[config.mk]
export PLATFORM = sky130hd
export DESIGN_NAME = sit_ctrl
export DESIGN_NICKNAME = d
export VERILOG_FILES = /design/src/hw/rtl/sit_pkg.sv /design/src/hw/rtl/sit_ctrl.sv
export SDC_FILE = /design/constraint.sdc
export NUM_CORES = 1
export LEC_CHECK = 0
export ABC_CLOCK_PERIOD_IN_PS = 2640
export BUFFER_PORTS_ARGS = -buffer_cell sky130_fd_sc_hd__buf_4
export CAP_MARGIN = 40
export CORE_MARGIN = 10
export CORE_UTILIZATION = 30
export DETAILED_ROUTE_END_ITERATION = 10
export GPL_TIMING_DRIVEN = 1
export SLEW_MARGIN = 40
export SYNTH_ARGS = -nofsm -noshare
export SYNTH_HDL_FRONTEND = slang
export SYNTH_SLANG_ARGS = --single-unit
[constraint.sdc]
create_clock -name clk -period 2.64 [get_ports clk]
set_clock_uncertainty 0.15 [all_clocks]
set_input_delay 0.792 -clock clk [delete_from_list [all_inputs] [get_ports clk]]
set_output_delay 0.792 -clock clk [all_outputs]
set_load 0.1 [all_outputs]
[src/hw/rtl/sit_pkg.sv]
package sit_pkg;

  localparam int MaxEntries = 128;
  localparam int PoolBytes  = 4096;
  localparam int MaxNameLen = 255;

  localparam int EntW = $clog2(MaxEntries);
  localparam int PoolW = $clog2(PoolBytes);
  localparam int PendW = $clog2(MaxNameLen + 1);
  localparam int CntW = $clog2(MaxEntries + 1);
  localparam int TopW = $clog2(PoolBytes + 1);

  typedef enum logic [1:0] {
    OP_INTERN = 2'd0,
    OP_READ   = 2'd1,
    OP_CLEAR  = 2'd2,
    OP_NONE   = 2'd3
  } op_t;

  typedef enum logic [2:0] {
    ST_FOUND      = 3'd0,
    ST_ADDED      = 3'd1,
    ST_TABLE_FULL = 3'd2,
    ST_POOL_FULL  = 3'd3,
    ST_READ_OK    = 3'd4,
    ST_BAD_INDEX  = 3'd5,
    ST_TOO_LONG   = 3'd6
  } status_t;

  typedef struct packed {
    logic [1:0] opcode;
    logic [7:0] name_byte;
    logic       byte_present;
    logic       last;
    logic [6:0] entry_index;
    logic [7:0] position;
  } in_word_t;

  typedef struct packed {
    logic [6:0] result_index;
    logic [2:0] status;
    logic [7:0] read_byte;
  } out_word_t;

  typedef enum logic [3:0] {
    S_IDLE,
    S_FINISH,
    S_ENT_RD,
    S_LEN_RD,
    S_LEN_CHK,
    S_BYTE_RD,
    S_BYTE_CHK,
    S_APPEND,
    S_WR_NUL,
    S_RD_OFF,
    S_RD_LEN,
    S_RD_BYTE,
    S_OUT
  } state_t;

  // Controller to datapath
  typedef struct packed {
    logic     take;       // register input word, buffer byte
    logic     pend_clr;   // empty pending buffer
    logic     clear_all;  // empty table
    logic     ent_rd;     // read offset of scan entry
    logic     len_rd;     // read pool at offset
    logic     byte_rd;    // read pool byte k, pending byte k
    logic     k_inc;
    logic     k_clr;
    logic     i_inc;
    logic     i_clr;
    logic     app_wr;     // write length or byte k-1 at top + k
    logic     nul_wr;     // write NUL, commit entry
    logic     rd_off;     // read offset of entry_index
    logic     rd_len;
    logic     rd_byte;
    logic     set_res;
    status_t  res_status;
    logic     res_from_i;
    logic     res_rd_idx;
    logic     out_load;
  } cmd_t;

  // Datapath to controller
  typedef struct packed {
    logic     is_last;
    logic     op_intern;
    logic     op_read;
    logic     op_clear;
    logic     overflow;
    logic     scan_done;  // i >= entry_count
    logic     len_eq;
    logic     k_done;     // k == pending length
    logic     byte_eq;
    logic     table_full;
    logic     pool_full;
    logic     app_done;   // k > pending length
    logic     bad_index;
    logic     pos_in;     // position < stored length
  } sts_t;

endpackage

[src/hw/rtl/sit_ctrl.sv]
module sit_ctrl
  import sit_pkg::*;
(
  input  logic clk,
  input  logic rst,
  input  logic in_valid,
  output logic in_ready,
  output logic out_valid,
  input  logic out_ready,
  input  sts_t sts,
  output cmd_t cmd
);

  state_t state, state_next;
  logic   busy;

  // Next state
  always_comb begin
    state_next = state;
    case (state)
      S_IDLE: if (in_valid && !out_valid) state_next = S_FINISH;
      S_FINISH: begin
        if (sts.op_intern && sts.is_last) begin
          state_next = sts.overflow ? S_OUT : S_ENT_RD;
        end else if (sts.op_read) begin
          state_next = sts.bad_index ? S_OUT : S_RD_OFF;
        end else begin
          state_next = S_IDLE;
        end
      end
      S_ENT_RD: begin
        if (sts.scan_done) begin
          state_next = (sts.table_full || sts.pool_full) ? S_OUT : S_APPEND;
        end else begin
          state_next = S_LEN_RD;
        end
      end
      S_LEN_RD: state_next = S_LEN_CHK;
      S_LEN_CHK: begin
        if (!sts.len_eq) state_next = S_ENT_RD;
        else if (sts.k_done) state_next = S_OUT;
        else state_next = S_BYTE_RD;
      end
      S_BYTE_RD: state_next = S_BYTE_CHK;
      S_BYTE_CHK: begin
        if (!sts.byte_eq) state_next = S_ENT_RD;
        else if (sts.k_done) state_next = S_OUT;
        else state_next = S_BYTE_RD;
      end
      S_APPEND: if (sts.app_done) state_next = S_WR_NUL;
      S_WR_NUL: state_next = S_OUT;
      S_RD_OFF: state_next = S_RD_LEN;
      S_RD_LEN: state_next = S_RD_BYTE;
      S_RD_BYTE: state_next = S_OUT;
      S_OUT: state_next = S_IDLE;
      default: state_next = S_IDLE;
    endcase
  end

  always_ff @(posedge clk) begin
    if (rst) begin
      state <= S_IDLE;
    end else begin
      state <= state_next;
    end
  end

  // Result handshake
  always_ff @(posedge clk) begin
    if (rst) begin
      out_valid <= 1'b0;
    end else if (state == S_OUT) begin
      out_valid <= 1'b1;
    end else if (out_ready) begin
      out_valid <= 1'b0;
    end
  end

  assign busy = state != S_IDLE;
  assign in_ready = !busy && !out_valid;

  // Outputs
  always_comb begin
    cmd = '0;
    cmd.res_status = ST_FOUND;
    case (state)
      S_IDLE: begin
        cmd.take = in_valid && !out_valid;
        cmd.i_clr = 1'b1;
        cmd.k_clr = 1'b1;
      end
      S_FINISH: begin
        if (sts.op_clear) cmd.clear_all = 1'b1;
        if (sts.op_intern && sts.is_last && sts.overflow) begin
          cmd.set_res = 1'b1;
          cmd.res_status = ST_TOO_LONG;
          cmd.pend_clr = 1'b1;
        end
        if (sts.op_read) begin
          cmd.set_res = 1'b1;
          cmd.res_rd_idx = 1'b1;
          cmd.res_status = sts.bad_index ? ST_BAD_INDEX : ST_READ_OK;
        end
      end
      S_ENT_RD: begin
        cmd.k_clr = 1'b1;
        if (sts.scan_done) begin
          if (sts.table_full) begin
            cmd.set_res = 1'b1;
            cmd.res_status = ST_TABLE_FULL;
            cmd.pend_clr = 1'b1;
          end else if (sts.pool_full) begin
            cmd.set_res = 1'b1;
            cmd.res_status = ST_POOL_FULL;
            cmd.pend_clr = 1'b1;
          end
        end else begin
          cmd.ent_rd = 1'b1;
        end
      end
      S_LEN_RD: cmd.len_rd = 1'b1;
      S_LEN_CHK: begin
        // pool_q holds the stored length
        if (!sts.len_eq) begin
          cmd.i_inc = 1'b1;
        end else if (sts.k_done) begin
          cmd.set_res = 1'b1;
          cmd.res_from_i = 1'b1;
          cmd.res_status = ST_FOUND;
          cmd.pend_clr = 1'b1;
        end
      end
      S_BYTE_RD: begin
        cmd.byte_rd = 1'b1;
        cmd.k_inc = 1'b1;
      end
      S_BYTE_CHK: begin
        // stage holds pool byte k-1 and pending byte k-1
        if (!sts.byte_eq) begin
          cmd.i_inc = 1'b1;
        end else if (sts.k_done) begin
          cmd.set_res = 1'b1;
          cmd.res_from_i = 1'b1;
          cmd.res_status = ST_FOUND;
          cmd.pend_clr = 1'b1;
        end
      end
      S_APPEND: begin
        cmd.app_wr = !sts.app_done;
        cmd.k_inc = !sts.app_done;
      end
      S_WR_NUL: begin
        cmd.nul_wr = 1'b1;
        cmd.set_res = 1'b1;
        cmd.res_from_i = 1'b1;
        cmd.res_status = ST_ADDED;
        cmd.pend_clr = 1'b1;
      end
      S_RD_OFF: cmd.rd_off = 1'b1;
      S_RD_LEN: cmd.rd_len = 1'b1;
      S_RD_BYTE: cmd.rd_byte = 1'b1;
      S_OUT: cmd.out_load = sts.op_read && !sts.bad_index;
      default: ;
    endcase
  end

endmodule

Yosys cells after proc, flatten, opt, wreduce, memory -nomap -nowiden
Index checks and enable logic that the tools add are counted.
{"block": "word_totals", "ramBits": 0, "mem_count": 0, "romBits": 0, "reg_bits": 5, "word_cells": 86, "output_inout_bits": 24, "latchBits": 0, "in_bits": 18}
{"block": "classes", "eq_ne": 14, "multipliers": 0, "shifts": 0, "div": 0, "bitwise_logic": 0, "n_mux": 54, "reduce_logical": 16, "n_addsub": 0, "magnitude_cmp": 0}
{"op": "two-way mux 4 bit", "count": 15}
{"op": "case mux 4 bit (11 select lines)", "count": 1}
{"op": "two-way mux 1 bit", "count": 29}
{"op": "== test 4 bit (second input constant)", "count": 5}
{"op": "case mux 4 bit (5 select lines)", "count": 1}
{"op": "== test 4 x 3 -> 1 bit (second input constant)", "count": 4}
{"op": "two-way mux 5 bit", "count": 3}
{"op": "== test 4 x 2 -> 1 bit (second input constant)", "count": 2}
{"op": "logical AND 1 bit", "count": 5}
{"op": "case mux 1 bit (5 select lines)", "count": 1}
{"op": "== test 4 x 1 -> 1 bit (second input constant)", "count": 1}
{"op": "zero test 1 bit", "count": 4}
{"op": "zero test 4 bit", "count": 1}
{"op": "inequality test 2 bit (second input constant)", "count": 2}
{"op": "case mux 1 bit (2 select lines)", "count": 2}
{"op": "nonzero test 4 bit", "count": 1}
{"op": "OR reduction 2 bit", "count": 2}
{"op": "two-way mux 3 bit", "count": 1}
{"op": "case mux 1 bit (3 select lines)", "count": 1}
{"op": "AND reduction 2 bit", "count": 1}
{"op": "nonzero test 2 bit", "count": 1}
{"op": "logical OR 1 bit", "count": 1}

Depth between registers and ports, before layout
{"block": "logic_depth", "depth_word": 5, "depth_mapped": 6, "depth_no_buf": 5}

Least setup slack after synthesis
Ideal clock, no wire load.
{"block": "synth_path", "path_type": "input to output", "from": "input sts[5] (netlist name)", "to": "output cmd[13] (netlist name)", "stages": 2, "t_arrival_ps": 3215, "path_buffers": 0, "t_required_ps": 1698, "slack_ps": -1517, "cell_sequence": "mux2i_1 > nor3b_1"}
{"item": "start: declaration", "line_no": "sit_ctrl.sv:10", "text": "input sts_t sts,"}
{"item": "end: declaration", "line_no": "sit_ctrl.sv:11", "text": "output cmd_t cmd"}

==> impl_metrics.yaml <==
yosys:
  syn-cell-area_um2: 585.6
  synth_nets: 105
  synthCells: 87
  ys_seq_area_share_pct: 17.09
  synth_area_per_cell_um2: 6.731
  yosys_register_bits: 5
  synth_warnings: 0
  netlist-cell-type-count: 31
timing:
  period_needed_ns: 2.758
  relSlewSlack_pct: 68.71
  final-setup-viol-count: 2
  hold_viol_final: 0
  maxSlewViolCount: 0
  finalCritPeriodShare_pct: 104.5
  worst_pin_slew_ns: 0.4652
  rsz0062_at_grt: "yes"
  setup_slack_ns: -0.1182
  fmax_ghz: 0.3626
cts:
  clkLatencyLatePin_ns: 0.24
  clk_pin_slew_ns: 0.04
  cts_tree: "built"
  cts.sinks: 5
  clock-root-buffer: "clkbuf_4"
  cts_buffers: 3
  cts.htree.levels: 1
  max-clock-path-buffers: 2
setup_path:
  cp-start-kind: "input pin"
  critPathArrivalTime_ns: 1.82
  reg2reg_from: "state[0]"
  end_kind: "output pin"
  critPathKind: "input pin to output pin"
  cp_data_required_time_ns: 1.70
  critPathLaunch: "sts[7]"
  critPathMaxFanout: 2
placed_design:
  dpl_worst_slack_ns: -0.2743
  gp_congestion: 0.8120
  dp_hpwl_um: 2109
  portBuffers: 40
layout:
  antennaDiodeCount: 0
  final_layout_size_suffix_gt1_share_pct: 70.39
  nets: 171
  fillers: 116
  area_growth_pct: 145.5
run_status:
  violations: "setup timing"
  status: "complete, but fails checks"
hold_path:
  hp-start: "out_valid"
  hold_path.class: "flip-flop to flip-flop"
routing:
  wirelength_um: 2942
  viasPerCell: 5.203
  firstDrtPassIters: 4
  detail-route-antenna-nets: 0
  post_drt_wl_per_cell_um: 16.62
  drc: 0
  drt_iter0_drc: 58
  via_count: 921
die:
  start_util_pct: 32.84
  ios: 42
  chipHeight_um: 64.18
  rows: 15
  die_x_um: 64.18
  core_area_mm2: 0.001783
  die-area_mm2: 0.004119
global_routing:
  grt_usage_pct: 12.55
  antenna_found_initial: 0
  grt_first_pass_wirelength_um: 4271
  grt_overflow: 0
  grt_max_degree: 14
  grt_pass1_vias: 870
flow_run:
  max_cap_violations: 0
cell families after synthesis:
logic type	count (synthesis)	synth area share [%]
simple gates	50	45.51
mux	1	1.709
buf+inv	8	6.836
flops	5	17.09
compound gates	23	28.85
Yosys cell counts, drive strengths merged:
library cell / count / area share (%)
a211oi: 1 / 1.3
a21boi: 1 / 1.3
a21o: 2 / 2.6
a21oi: 6 / 5.1
a221o: 1 / 1.7
a221oi: 2 / 5.1
a311o: 2 / 3.4
a41oi: 1 / 1.5
and2: 1 / 1.1
and3: 1 / 1.1
and4b: 1 / 1.7
buf: 3 / 3.6
clkbuf: 1 / 0.64
dfxtp: 5 / 17
inv: 4 / 2.6
mux2i: 1 / 1.7
nand2: 11 / 7.1
nand2b: 8 / 8.5
nand3: 2 / 1.7
nand3b: 2 / 2.6
nor2: 13 / 8.8
nor2b: 2 / 2.1
nor3: 6 / 6.0
nor3b: 2 / 2.6
o21ai: 4 / 3.4
o22ai: 2 / 2.1
o31ai: 1 / 1.3
or4b: 1 / 2.3
flip-flops by register name, summed over array words and instances (netlist names):
name       flops
out_valid      1
state          4
worst max-delay path, cell delays in order:
cell	delay (ns)
buf_6	0.10
mux2i_4	0.17
nor3_4	0.06
a221oi_2	0.26
buf_4	0.19
nand3_4	0.07
buf_12	0.17
cell type report:
class | count | area [µm²] | share of cell area (%)
timing repair buffer | 65 | 614.3 | 42.73
inverter | 4 | 18.77 | 1.305
multi-input combinational | 74 | 640.6 | 44.56
tap | 25 | 31.28 | 2.176
sequential | 5 | 106.4 | 7.398
clock buffer | 4 | 26.28 | 1.828
worst paths after layout:
check	end	slack (ns)	cells past startpoint
worst max-delay path	cmd[6]	-0.12	7
worst min-delay path	out_valid	0.36	2
worst max register to register	state[3]	0.75	6
worst min register to register	out_valid	0.36	2
timing repair:
| item | CTS | global route |
|---|---|---|
| resized for setup | 20 | 26 |
| pin swaps | 3 | 5 |
| hold buffers | 0 | 0 |
| setup endpoints to repair | 8 | 9 |
| setup buffers | 3 | 3 |
metrics by stage:
| stage | hold WS, ns | cells | area [µm²] | TNS, ns | util [%] |
|---|---|---|---|---|---|
| 2_1_floorplan | 0.4471 | 87 | 721.9 | -1.376 | - |
| 3_3_place_gp | 0.3511 | 167 | 1171 | -0.6247 | 65.68 |
| 3_5_place_dp | 0.3472 | 167 | 1171 | -0.6702 | 65.68 |
| 4_1_cts | 0.3624 | 174 | 1305 | -0.1557 | 73.19 |
| 5_1_grt | 0.3935 | 177 | 1438 | -0.4167 | 80.63 |
| 6_report | 0.3573 | 177 | 1438 | -0.2083 | 80.63 |
layer usage:
layer  global-route usage [%]  vias to the layer above  part of all wire (%)
li1                         -                      446                     -
met1                    14.30                      435                    39
met2                    22.26                       40                    54
met3                    4.704                        0                   6.4
met4                    1.604                        0                     0
met5                        0                        -                     0
cells in the final DEF, fill, tap and decap left out, drive strengths merged, types with 3 or more instances in the layout:
cell	instances
dfxtp	5
o21ai	4
a21oi	6
nand2	11
nand2b	8
inv	3
clkbuf	4
buf	65
nor2	13
nor3	6
Power is not shown: default switching activity piles up to over one toggle a cycle in this logic, so the estimate is an artifact.
